**src/battery_telemetry_frame_builder_core_macros.svh**
```systemverilog
// ----------------------------------------------------------------------------
// Battery telemetry frame builder - assertion macros
// Shared concurrent assertion forms, clocked on clock and disabled in reset.
// ----------------------------------------------------------------------------
`ifndef BATTERY_TELEMETRY_FRAME_BUILDER_CORE_MACROS_SVH
`define BATTERY_TELEMETRY_FRAME_BUILDER_CORE_MACROS_SVH

// Condition that must hold at every clock edge outside reset
`define BTFB_ASSERT_ALWAYS(lbl, expr, msg) \
   lbl: assert property (@(posedge clock) disable iff (reset) (expr)) else $error(msg);

// Condition that must hold in the cycle after the trigger
`define BTFB_ASSERT_NEXT(lbl, ante, cons, msg) \
   lbl: assert property (@(posedge clock) disable iff (reset) (ante) |=> (cons)) \
      else $error(msg);

`endif

```
**src/btfb_pkg.sv**
```systemverilog
// ----------------------------------------------------------------------------
// Battery telemetry frame builder - package
// Frame constants, byte position codes and the converted item type.
// ----------------------------------------------------------------------------
package btfb_pkg;

   // Fixed frame bytes
   localparam logic [7:0] ADDR_BYTE = 8'hC8;
   localparam logic [7:0] LEN_BYTE  = 8'h08;
   localparam logic [7:0] TYPE_BYTE = 8'h08;
   localparam logic [7:0] CAP_BYTE  = 8'h00;

   // CRC-8 polynomial and top bit
   localparam logic [7:0] CRC_POLY = 8'hD5;
   localparam logic [7:0] CRC_TOP  = 8'h80;

   // Byte position within the frame, in transmit order
   typedef enum logic [3:0] {
      POS_ADDR   = 4'd0,
      POS_LEN    = 4'd1,
      POS_TYPE   = 4'd2,
      POS_VOLT_H = 4'd3,
      POS_VOLT_L = 4'd4,
      POS_CURR_H = 4'd5,
      POS_CURR_L = 4'd6,
      POS_CAP    = 4'd7,
      POS_REMAIN = 4'd8,
      POS_CRC    = 4'd9
   } frame_pos_type;

   // One item after conversion to tenths
   typedef struct packed {
      logic [15:0] volt_tenths;
      logic [15:0] curr_tenths;
      logic [7:0]  remaining_pct;
   } item_type;

endpackage

```
**src/btfb_frame_tx.sv**
```systemverilog
// ----------------------------------------------------------------------------
// Battery telemetry frame builder - frame transmitter
// Sends one converted item as a ten-byte frame, one beat per byte, with the
// CRC-8 built up as the payload bytes go out.
// ----------------------------------------------------------------------------
module btfb_frame_tx (
   input  logic              clock,
   input  logic              reset,
   input  logic              item_valid,
   output logic              item_take,
   input  btfb_pkg::item_type item,
   output logic              rsp_tvalid,
   input  logic              rsp_tready,
   output logic [7:0]        rsp_tdata,   // frame_byte [7:0]
   output logic              rsp_tlast    // last_byte
);
   import btfb_pkg::*;

   // One CRC-8 step over a byte, MSB first
   function automatic logic [7:0] crc8_step(input logic [7:0] crc, input logic [7:0] data);
      logic [7:0] c;
      c = crc ^ data;
      for (int k = 0; k < 8; k++) begin
         if ((c & CRC_TOP) != 8'h00) begin
            c = (c << 1) ^ CRC_POLY;
         end else begin
            c = c << 1;
         end
      end
      return c;
   endfunction

   item_type      item_ff, item_in;
   frame_pos_type pos_ff, pos_in;
   logic          busy_ff, busy_in;
   logic [7:0]    crc_ff, crc_in;
   logic          rsp_tvalid_ff, rsp_tvalid_in;
   logic [7:0]    rsp_tdata_ff, rsp_tdata_in;
   logic          rsp_tlast_ff, rsp_tlast_in;

   logic       out_free;
   logic       emit;
   logic       load;
   logic [7:0] cur_byte;

   // Select the byte at the current position
   always_comb begin
      unique case (pos_ff)
         POS_ADDR:   cur_byte = ADDR_BYTE;
         POS_LEN:    cur_byte = LEN_BYTE;
         POS_TYPE:   cur_byte = TYPE_BYTE;
         POS_VOLT_H: cur_byte = item_ff.volt_tenths[15:8];
         POS_VOLT_L: cur_byte = item_ff.volt_tenths[7:0];
         POS_CURR_H: cur_byte = item_ff.curr_tenths[15:8];
         POS_CURR_L: cur_byte = item_ff.curr_tenths[7:0];
         POS_CAP:    cur_byte = CAP_BYTE;
         POS_REMAIN: cur_byte = item_ff.remaining_pct;
         POS_CRC:    cur_byte = crc_ff;
         default:    cur_byte = 8'h00;
      endcase
   end

   // Advance the frame whenever the output register can take a beat
   always_comb begin
      out_free  = !rsp_tvalid_ff || rsp_tready;
      emit      = busy_ff && out_free;
      load      = item_valid && (!busy_ff || (emit && pos_ff == POS_CRC));
      item_take = load;

      item_in       = item_ff;
      pos_in        = pos_ff;
      busy_in       = busy_ff;
      crc_in        = crc_ff;
      rsp_tvalid_in = rsp_tvalid_ff && !rsp_tready;
      rsp_tdata_in  = rsp_tdata_ff;
      rsp_tlast_in  = rsp_tlast_ff;

      if (emit) begin
         rsp_tvalid_in = 1'b1;
         rsp_tdata_in  = cur_byte;
         rsp_tlast_in  = (pos_ff == POS_CRC);
         if (pos_ff inside {[POS_TYPE:POS_REMAIN]}) begin
            crc_in = crc8_step(crc_ff, cur_byte);
         end
         if (pos_ff == POS_CRC) begin
            pos_in  = POS_ADDR;
            busy_in = 1'b0;
         end else begin
            pos_in = frame_pos_type'(pos_ff + 4'd1);
         end
      end

      // Start the next frame straight after the CRC beat
      if (load) begin
         item_in = item;
         pos_in  = POS_ADDR;
         busy_in = 1'b1;
         crc_in  = 8'h00;
      end
   end

   // Hold control state
   always_ff @(posedge clock) begin
      if (reset) begin
         pos_ff        <= POS_ADDR;
         busy_ff       <= 1'b0;
         rsp_tvalid_ff <= 1'b0;
      end else begin
         pos_ff        <= pos_in;
         busy_ff       <= busy_in;
         rsp_tvalid_ff <= rsp_tvalid_in;
      end
   end

   // Hold payload
   always_ff @(posedge clock) begin
      item_ff      <= item_in;
      crc_ff       <= crc_in;
      rsp_tdata_ff <= rsp_tdata_in;
      rsp_tlast_ff <= rsp_tlast_in;
   end

   assign rsp_tvalid = rsp_tvalid_ff;
   assign rsp_tdata  = rsp_tdata_ff;
   assign rsp_tlast  = rsp_tlast_ff;

`include "battery_telemetry_frame_builder_core_macros.svh"

   `BTFB_ASSERT_NEXT(a_wrap_after_crc, emit && pos_ff == POS_CRC, pos_ff == POS_ADDR, "frame did not wrap after CRC beat")
   `BTFB_ASSERT_NEXT(a_no_gap_in_frame, rsp_tvalid && rsp_tready && !rsp_tlast, rsp_tvalid, "gap inside a frame")
   `BTFB_ASSERT_NEXT(a_pos_holds_on_stall, busy_ff && !out_free, $stable(pos_ff) && $stable(crc_ff), "frame advanced during stall")
   `BTFB_ASSERT_ALWAYS(a_idle_at_start, busy_ff || pos_ff == POS_ADDR, "idle transmitter left mid-frame")

endmodule

```
**src/battery_telemetry_frame_builder_core.sv**
```systemverilog
// ----------------------------------------------------------------------------
// Battery telemetry frame builder - top level
// Takes voltage, current and remaining charge, converts the readings to
// tenths and sends a ten-byte telemetry frame with a CRC-8 trailer.
// ----------------------------------------------------------------------------
//
//   Channel  Direction  Beat                                   Handshake
//   req_*    in         voltage_q4, current_q4, remaining_pct  tvalid/tready
//   rsp_*    out        frame_byte (tdata), last_byte (tlast)  tvalid/tready
//
// Each item becomes ten frame bytes: the result channel carries one frame byte per
// beat, so the frame transmitter sets the pace.
// An input register accepts the next item while the current frame is sent,
// and frames follow one another with no idle beat.
// Reset is synchronous and active high; it empties both registers.
// A stall on rsp_tready freezes the frame; req_tready drops while the input
// register is occupied.
module battery_telemetry_frame_builder_core (
   input  logic        clock,
   input  logic        reset,
   input  logic        req_tvalid,
   output logic        req_tready,
   input  logic [39:0] req_tdata,   // voltage_q4 [15:0], current_q4 [31:16],
                                    // remaining_pct [39:32]
   output logic        rsp_tvalid,
   input  logic        rsp_tready,
   output logic [7:0]  rsp_tdata,   // frame_byte [7:0]
   output logic        rsp_tlast    // last_byte
);
   import btfb_pkg::*;

   // Convert Q12.4 to tenths: (x * 10) >> 4, truncated
   function automatic logic [15:0] to_tenths(input logic [15:0] q4);
      logic [19:0] prod;
      prod = ({4'b0, q4} << 3) + ({4'b0, q4} << 1);
      return prod[19:4];
   endfunction

   logic        hold_valid_ff, hold_valid_in;
   logic [39:0] hold_data_ff, hold_data_in;

   logic     item_take;
   item_type item;

   assign req_tready = !hold_valid_ff;

   // Fill the input register on a beat, drop it when the transmitter takes it
   always_comb begin
      hold_valid_in = hold_valid_ff;
      hold_data_in  = hold_data_ff;
      if (item_take) begin
         hold_valid_in = 1'b0;
      end
      if (req_tvalid && req_tready) begin
         hold_valid_in = 1'b1;
         hold_data_in  = req_tdata;
      end
   end

   always_ff @(posedge clock) begin
      if (reset) begin
         hold_valid_ff <= 1'b0;
      end else begin
         hold_valid_ff <= hold_valid_in;
      end
   end

   always_ff @(posedge clock) begin
      hold_data_ff <= hold_data_in;
   end

   // Scale the held readings for the transmitter
   always_comb begin
      item.volt_tenths   = to_tenths(hold_data_ff[15:0]);
      item.curr_tenths   = to_tenths(hold_data_ff[31:16]);
      item.remaining_pct = hold_data_ff[39:32];
   end

   btfb_frame_tx u_frame_tx (
      .clock      (clock),
      .reset      (reset),
      .item_valid (hold_valid_ff),
      .item_take  (item_take),
      .item       (item),
      .rsp_tvalid (rsp_tvalid),
      .rsp_tready (rsp_tready),
      .rsp_tdata  (rsp_tdata),
      .rsp_tlast  (rsp_tlast)
   );

endmodule

```
**config.mk**
```make
export PLATFORM = sky130hd
export DESIGN_NAME = battery_telemetry_frame_builder_core
export DESIGN_NICKNAME = d
export VERILOG_FILES = /design/src/btfb_pkg.sv /design/src/btfb_frame_tx.sv /design/src/battery_telemetry_frame_builder_core.sv
export VERILOG_INCLUDE_DIRS = /design/src /design/src/src
export SDC_FILE = /design/constraint.sdc
export NUM_CORES = 1
export LEC_CHECK = 0
export BUFFER_PORTS_ARGS = -buffer_cell sky130_fd_sc_hd__buf_2
export CAP_MARGIN = 20
export CELL_PAD_IN_SITES_DETAIL_PLACEMENT = 0
export CELL_PAD_IN_SITES_GLOBAL_PLACEMENT = 1
export CORE_MARGIN = 2
export CORE_UTILIZATION = 40
export CTS_CLUSTER_DIAMETER = 30
export CTS_CLUSTER_SIZE = 12
export DETAILED_ROUTE_END_ITERATION = 7
export PLACE_DENSITY_LB_ADDON = 0.1
export SLEW_MARGIN = 20
export SYNTH_ARGS = -nofsm -noshare
export SYNTH_HDL_FRONTEND = slang
export SYNTH_SLANG_ARGS = --single-unit
export TNS_END_PERCENT = 50
```
**constraint.sdc**
```tcl
create_clock -name clock -period 5.7 [get_ports clock]
set_clock_uncertainty 0.15 [all_clocks]
set_input_delay 0.285 -clock clock [delete_from_list [all_inputs] [get_ports clock]]
set_output_delay 0.285 -clock clock [all_outputs]
set_load 0.02 [all_outputs]
```
Word level (Yosys, flattened, before mapping)
Index checks and enable logic that the tools add are counted.
- register bits: 104
- bits in latches: 0
- memory bits (writable): 0
- ROM bits: 0
- bits of input ports: 44
- output and inout port bits: 11
- logic and storage cells: 83
- memories kept: 0
- add/subtract/negate cells: 3
- $mul: 0
- div/mod/pow operators: 0
- magnitude comparators: 2
- eq/ne operators: 8
- shift operators: 0
- muxes and demuxes: 30
- bitwise operators: 9
- reduce and logical (&&, ||, !) cells: 20
- operators by type and width (kind ; number):
    8-bit 2-to-1 mux ; 22
    8-bit one-hot mux with 8 select lines ; 1
    19-bit by 17-bit adder with 20-bit output ; 2
    5-bit inverter ; 8
    4-bit by 3-bit == test with 1-bit output (second input constant) ; 3
    4-bit by 2-bit == test with 1-bit output (second input constant) ; 2
    4-bit == test (second input constant) ; 2
    8-bit XOR ; 1
    1-bit logical AND ; 6
    1-bit 2-to-1 mux ; 6
    2-bit nonzero test ; 3
    4-bit by 1-bit adder with 4-bit output (second input constant) ; 1
    4-bit by 1-bit == test with 1-bit output (second input constant) ; 1
    4-bit by 2-bit greater-or-equal comparator with 1-bit output (second input constant) ; 1
    4-bit less-or-equal comparator (second input constant) ; 1
    1-bit logical NOT ; 4
    4-bit logical NOT ; 1
    4-bit 2-to-1 mux ; 1
    2-bit AND reduction ; 2
    2-bit OR reduction ; 2
    1-bit logical OR ; 2

Logic depth before layout (Yosys ltp)
- depth after elaboration: 34
- gate-level depth with buffers: 13
- mapped depth without buffers: 11

Hierarchy
A second synthesis with hierarchy kept.
- cell total of the unflattened synthesis: 490
- area total of the unflattened synthesis: 5769.3 um^2
- by module, submodules not included (module ; instances ; cells an instance ; area an instance (um^2)):
    btfb_frame_tx ; 1 ; 235 ; 3062.9
    battery_telemetry_frame_builder_core ; 1 ; 255 ; 2706.3

Least setup slack after synthesis
Ideal clock, no wire load.
- path type: reg-to-reg
- start: register u_frame_tx.pos_ff[2]
- end: register u_frame_tx.crc_ff[0]
- library setup time: 153 ps
- data arrival time: 2563 ps
- path slack: 2834 ps
- cell stages (with the launch flop): 11
- buffers on the path: 2
- clock period less this slack: 2866 ps
- cell sequence: dfxtp_1 buf_4 nor2b_1 buf_2 a211oi_2 mux2_2 xnor3_2 xnor2_2 xor3_1 mux2i_1 nor2_1
- word-level cells in the longest chain between the ends: 30
- elaborated cells between the ends (all ways): 48
- ends and longest elaborated chain (element ; RTL line ; text):
    start: declaration ; btfb_frame_tx.sv:34 ; frame_pos_type pos_ff, pos_in;
    start signal: assignment ; btfb_frame_tx.sv:109 ; pos_ff <= pos_in;
    4-bit by 1-bit == test with 1-bit output / 4-bit by 2-bit == test with 1-bit output (equally long branches) ; btfb_frame_tx.sv:48 ; unique case (pos_ff)
    2-bit OR reduction (no line) ; - ;
    8-bit one-hot mux with 8 select lines ; btfb_frame_tx.sv:48 ;
    8-bit XOR ; btfb_frame_tx.sv:22 ; c = crc ^ data;
    8-bit 2-to-1 mux / 5-bit inverter (equally long branches) ; - ;
    8-bit 2-to-1 mux (on tied branches) ; btfb_frame_tx.sv:82, btfb_frame_tx.sv:24 ;
    8-bit 2-to-1 mux (on tied branches) ; btfb_frame_tx.sv:78, btfb_frame_tx.sv:82 ;
    5-bit inverter (no line) / 8-bit 2-to-1 mux (equally long branches) ; - ;
    (+14 left out) ; - ;
    8-bit 2-to-1 mux / 5-bit inverter (equally long branches) ; - ;
    8-bit 2-to-1 mux (on tied branches) ; btfb_frame_tx.sv:82, btfb_frame_tx.sv:24 ;
    8-bit 2-to-1 mux (on tied branches) ; btfb_frame_tx.sv:78, btfb_frame_tx.sv:82 ;
    5-bit inverter (no line) / 8-bit 2-to-1 mux (equally long branches) ; - ;
    8-bit 2-to-1 mux ; btfb_frame_tx.sv:24 ; if ((c & CRC_TOP) != 8'h00) begin
    8-bit 2-to-1 mux ; btfb_frame_tx.sv:82 ; if (pos_ff inside {[POS_TYPE:POS_REMAIN]}) begin
    8-bit 2-to-1 mux ; btfb_frame_tx.sv:78 ; if (emit) begin
    8-bit 2-to-1 mux ; btfb_frame_tx.sv:24 ;
    end signal: assignment ; btfb_frame_tx.sv:118 ; crc_ff <= crc_in;
    end: declaration ; btfb_frame_tx.sv:36 ; logic [7:0] crc_ff, crc_in;
Several ways; a longest one is shown, not always the timed one. The select of a mux whose other input is x is not followed.
A chain may end at the register's enable or synchronous reset.

Worst setup path in the final report
- start: register u_frame_tx.pos_ff[1]
- end: register u_frame_tx.crc_ff[0]
The elaborated chain is that of the path after synthesis.

==> reports/metrics.csv <==
metric,value,unit
status,finished clean,
clk_path_buf_depth,2,
cp_common_cell,nor2_1,
worstMarginPinSlew,1.083,ns
grt_max_degree,41,
setup_slack,1.953,ns
clkSinkCount,104,
relSlewSlack,0.2772,
critical_path_class,reg -> reg,
synth_area,5330,um^2
clkTransAtPathRegs,0.07,ns
ys.flop_type,edfxtp_1,
dp_slack,2.028,ns
rsz0062_at_grt,false,
core_area,13140,um^2
die_x,119.4,um
worstHoldStart,reset,
track_usage,0.1638,
drive_gt1_frac,0.1572,
syn_area_per_cell,11.92,um^2
cts_resized,0,
synthArstFlopShare,0,
htree_num_levels,3,
cpMaxStageDelayCell,dfxtp_1,
yosys.area.top_type_share,0.5014,
cts_hold_buf,40,
rr_startpoint,u_frame_tx.pos_ff[1],
start_util,0.4057,
drv_slew,0,
cp-start-kind,flop,
clockRootBuffer,clkbuf_16,
max_freq,0.2669,GHz
syn_nets,519,
synth-edff-count,89,
ys_warn_count,0,
r2r_cells,9,
setup_viol,0,
drv_cap,0,
cp-end-kind,flop,
dr.pass1.iters,4,
min_period_over_period,0.6573,
critical_path.max_fanout,36,
fillers,1200,
port_buffers,54,
cp.arrival,3.83,ns
cts_inserted_buffers,9,
critPathBufInv,0,
yosys.area.top_type,edfxtp_1,
overflow,0,
diodes,0,
die_h,119.4,um
min_path_cells,2,
synth_area_leaders,"edfxtp_1, ha_1, dfxtp_1, xnor2_1, o21ai_0",
die-area,14260,um^2
ioPinCount,55,
cp-startpoint,u_frame_tx.pos_ff[1],
wl,10650,um
gp_congestion,0.8231,
routed-via-count,3576,
post_cts_buffers,0,
clk_latency,0.36,ns
areaGrowthSynthToFinish,21.41,%
cts_tree,done,
drc,0,
p_leak,2.467,nW
syn_inst,447,
vdd_drop_max,0.1707,mV
r2r_end,u_frame_tx.crc_ff[0],
synth-seq-cells,104,
cp_cell_sequence,nor2_1 -> and3_1 -> a211oi_2 -> mux2_2 -> xnor3_2 -> xnor2_2 -> xor3_1 -> mux2i_1 -> nor2_1,
dp_hpwl,7702,um
ys_seq_area_frac,0.5577,
pwr_density_cell,282.8,nW/um^2
hold_viol,0,
drt_iter0_drc,184,
viasPerCell,4.946,
ys_types,61,
layout.nets,614,
finalCriticalPeriod,3.747,ns
grt_pass1_vias,3510,
hold_class,in -> reg,
max_stage_delay,1.04,ns
r2r_slack,1.95,ns
critPathTopFamily,XOR/XNOR gates,
antenna_found_initial,0,
hold_path_end,u_frame_tx.busy_ff,
fin_setup_tns,0,ns
wl_per_cell,14.73,um
drtAntennaViolNets,0,
crit_required,5.78,ns
num_rows,42,
grt_pass1_wl,17750,um
-- worst register-to-register path: stages, from the launching register on --
cell      delay [ns]
dfxtp_1         1.04
nor2_1          0.18
and3_1          0.25
a211oi_2        0.26
mux2_2          0.41
xnor3_2         0.43
xnor2_2         0.25
xor3_1          0.44
mux2i_1         0.15
nor2_1          0.06
-- power breakdown --
group	internal (mW)	switching [mW]
combinational	0.139	0.153
sequential	0.900	0.0269
clock	0.340	0.270
total	1.38	0.450
-- logic make-up after synthesis --
logic type      synth area share
buf+inv                  0.03169
simple gates              0.1279
fa+ha+maj                0.06854
compound gates            0.1122
flops                     0.5577
xor+xnor                 0.08193
mux                      0.01995
-- metal layers --
| layer | share of wire | global-route usage |
|---|---|---|
| met3 | 0.035 | 0.03448 |
| met2 | 0.47 | 0.2593 |
| met5 | 0 | 0 |
| met1 | 0.47 | 0.2119 |
| met4 | 0.029 | 0.08529 |
-- per-stage QoR --
step / cells / hold slack [ns] / area, um^2 / power (mW) / util
3_5_place_dp: 666 / 0.2557 / 5761 / 1.218 / 0.4385
2_1_floorplan: 447 / 0.2041 / 5330 / 1.144 / -
6_report: 723 / 0.03689 / 6471 / 1.830 / 0.4926
4_1_cts: 722 / 0.02170 / 6451 / 1.854 / 0.4910
3_3_place_gp: 666 / 0.2523 / 5761 / 1.214 / 0.4385
5_1_grt: 723 / 0.03708 / 6471 / 1.930 / 0.4926
-- area by class of cell --
cell class	instances	area (um^2)	area share
Inverter	23	86.33	0.01334
Clock buffer	11	232.7	0.03596
Sequential cell	104	2973	0.4594
Tap cell	176	220.2	0.03403
Multi-Input combinational cell	307	2196	0.3393
Clock inverter	5	57.56	0.008894
Timing Repair Buffer	97	705.7	0.1090
-- cells in the mapped netlist (5+ instances only) --
| library cell | number |
|---|---|
| nor3_1 | 10 |
| nand3b_1 | 9 |
| a21oi_1 | 26 |
| inv_1 | 22 |
| ha_1 | 26 |
| xor2_1 | 9 |
| edfxtp_1 | 89 |
| nand3_1 | 7 |
| a21boi_0 | 5 |
| o21ai_0 | 30 |
| buf_2 | 6 |
| nor2b_1 | 8 |
| dfxtp_1 | 15 |
| nand4b_1 | 5 |
| nor2_1 | 28 |
| xnor2_1 | 29 |
| mux2i_1 | 8 |
| nand2_1 | 39 |
| nand2b_1 | 6 |
-- cell usage in the layout (no fill, tap or decap), types with 4 or more instances in the layout --
master / n
xnor2_1: 29
dlygate4sd3_1: 40
nor3_1: 10
nand2b_1: 6
nand3b_1: 9
edfxtp_1: 89
nand3_1: 7
o21ai_0: 30
nand2_1: 39
nor2b_1: 7
a31oi_1: 4
dfxtp_1: 15
nor2_1: 28
buf_2: 54
mux2i_1: 8
a21oi_1: 26
clkbuf_16: 9
inv_1: 22
nand4b_1: 5
xor2_1: 9
a21boi_0: 5
ha_1: 26
-- worst max-delay path by stage --
stage / cells past startpoint / to / slack (ns)
6_report: 9 / u_frame_tx.crc_ff[0] / 1.95
5_1_grt: 9 / u_frame_tx.crc_ff[0] / 1.69
4_1_cts: 9 / u_frame_tx.crc_ff[0] / 1.98
3_5_place_dp: 9 / u_frame_tx.crc_ff[0] / 2.03
3_3_place_gp: 9 / u_frame_tx.crc_ff[0] / 2.10
2_1_floorplan: 10 / u_frame_tx.crc_ff[0] / 2.83
-- flip-flops by register name (all words and copies together), names as in the netlist --
name / count
u_frame_tx.crc_ff: 8
u_frame_tx.rsp_tdata: 8
u_frame_tx.item_ff: 40
u_frame_tx.rsp_tvalid: 1
u_frame_tx.busy_ff: 1
hold_valid_ff: 1
u_frame_tx.pos_ff: 4
u_frame_tx.rsp_tlast: 1
hold_data_ff: 40
(Power assumes the default switching activity.)
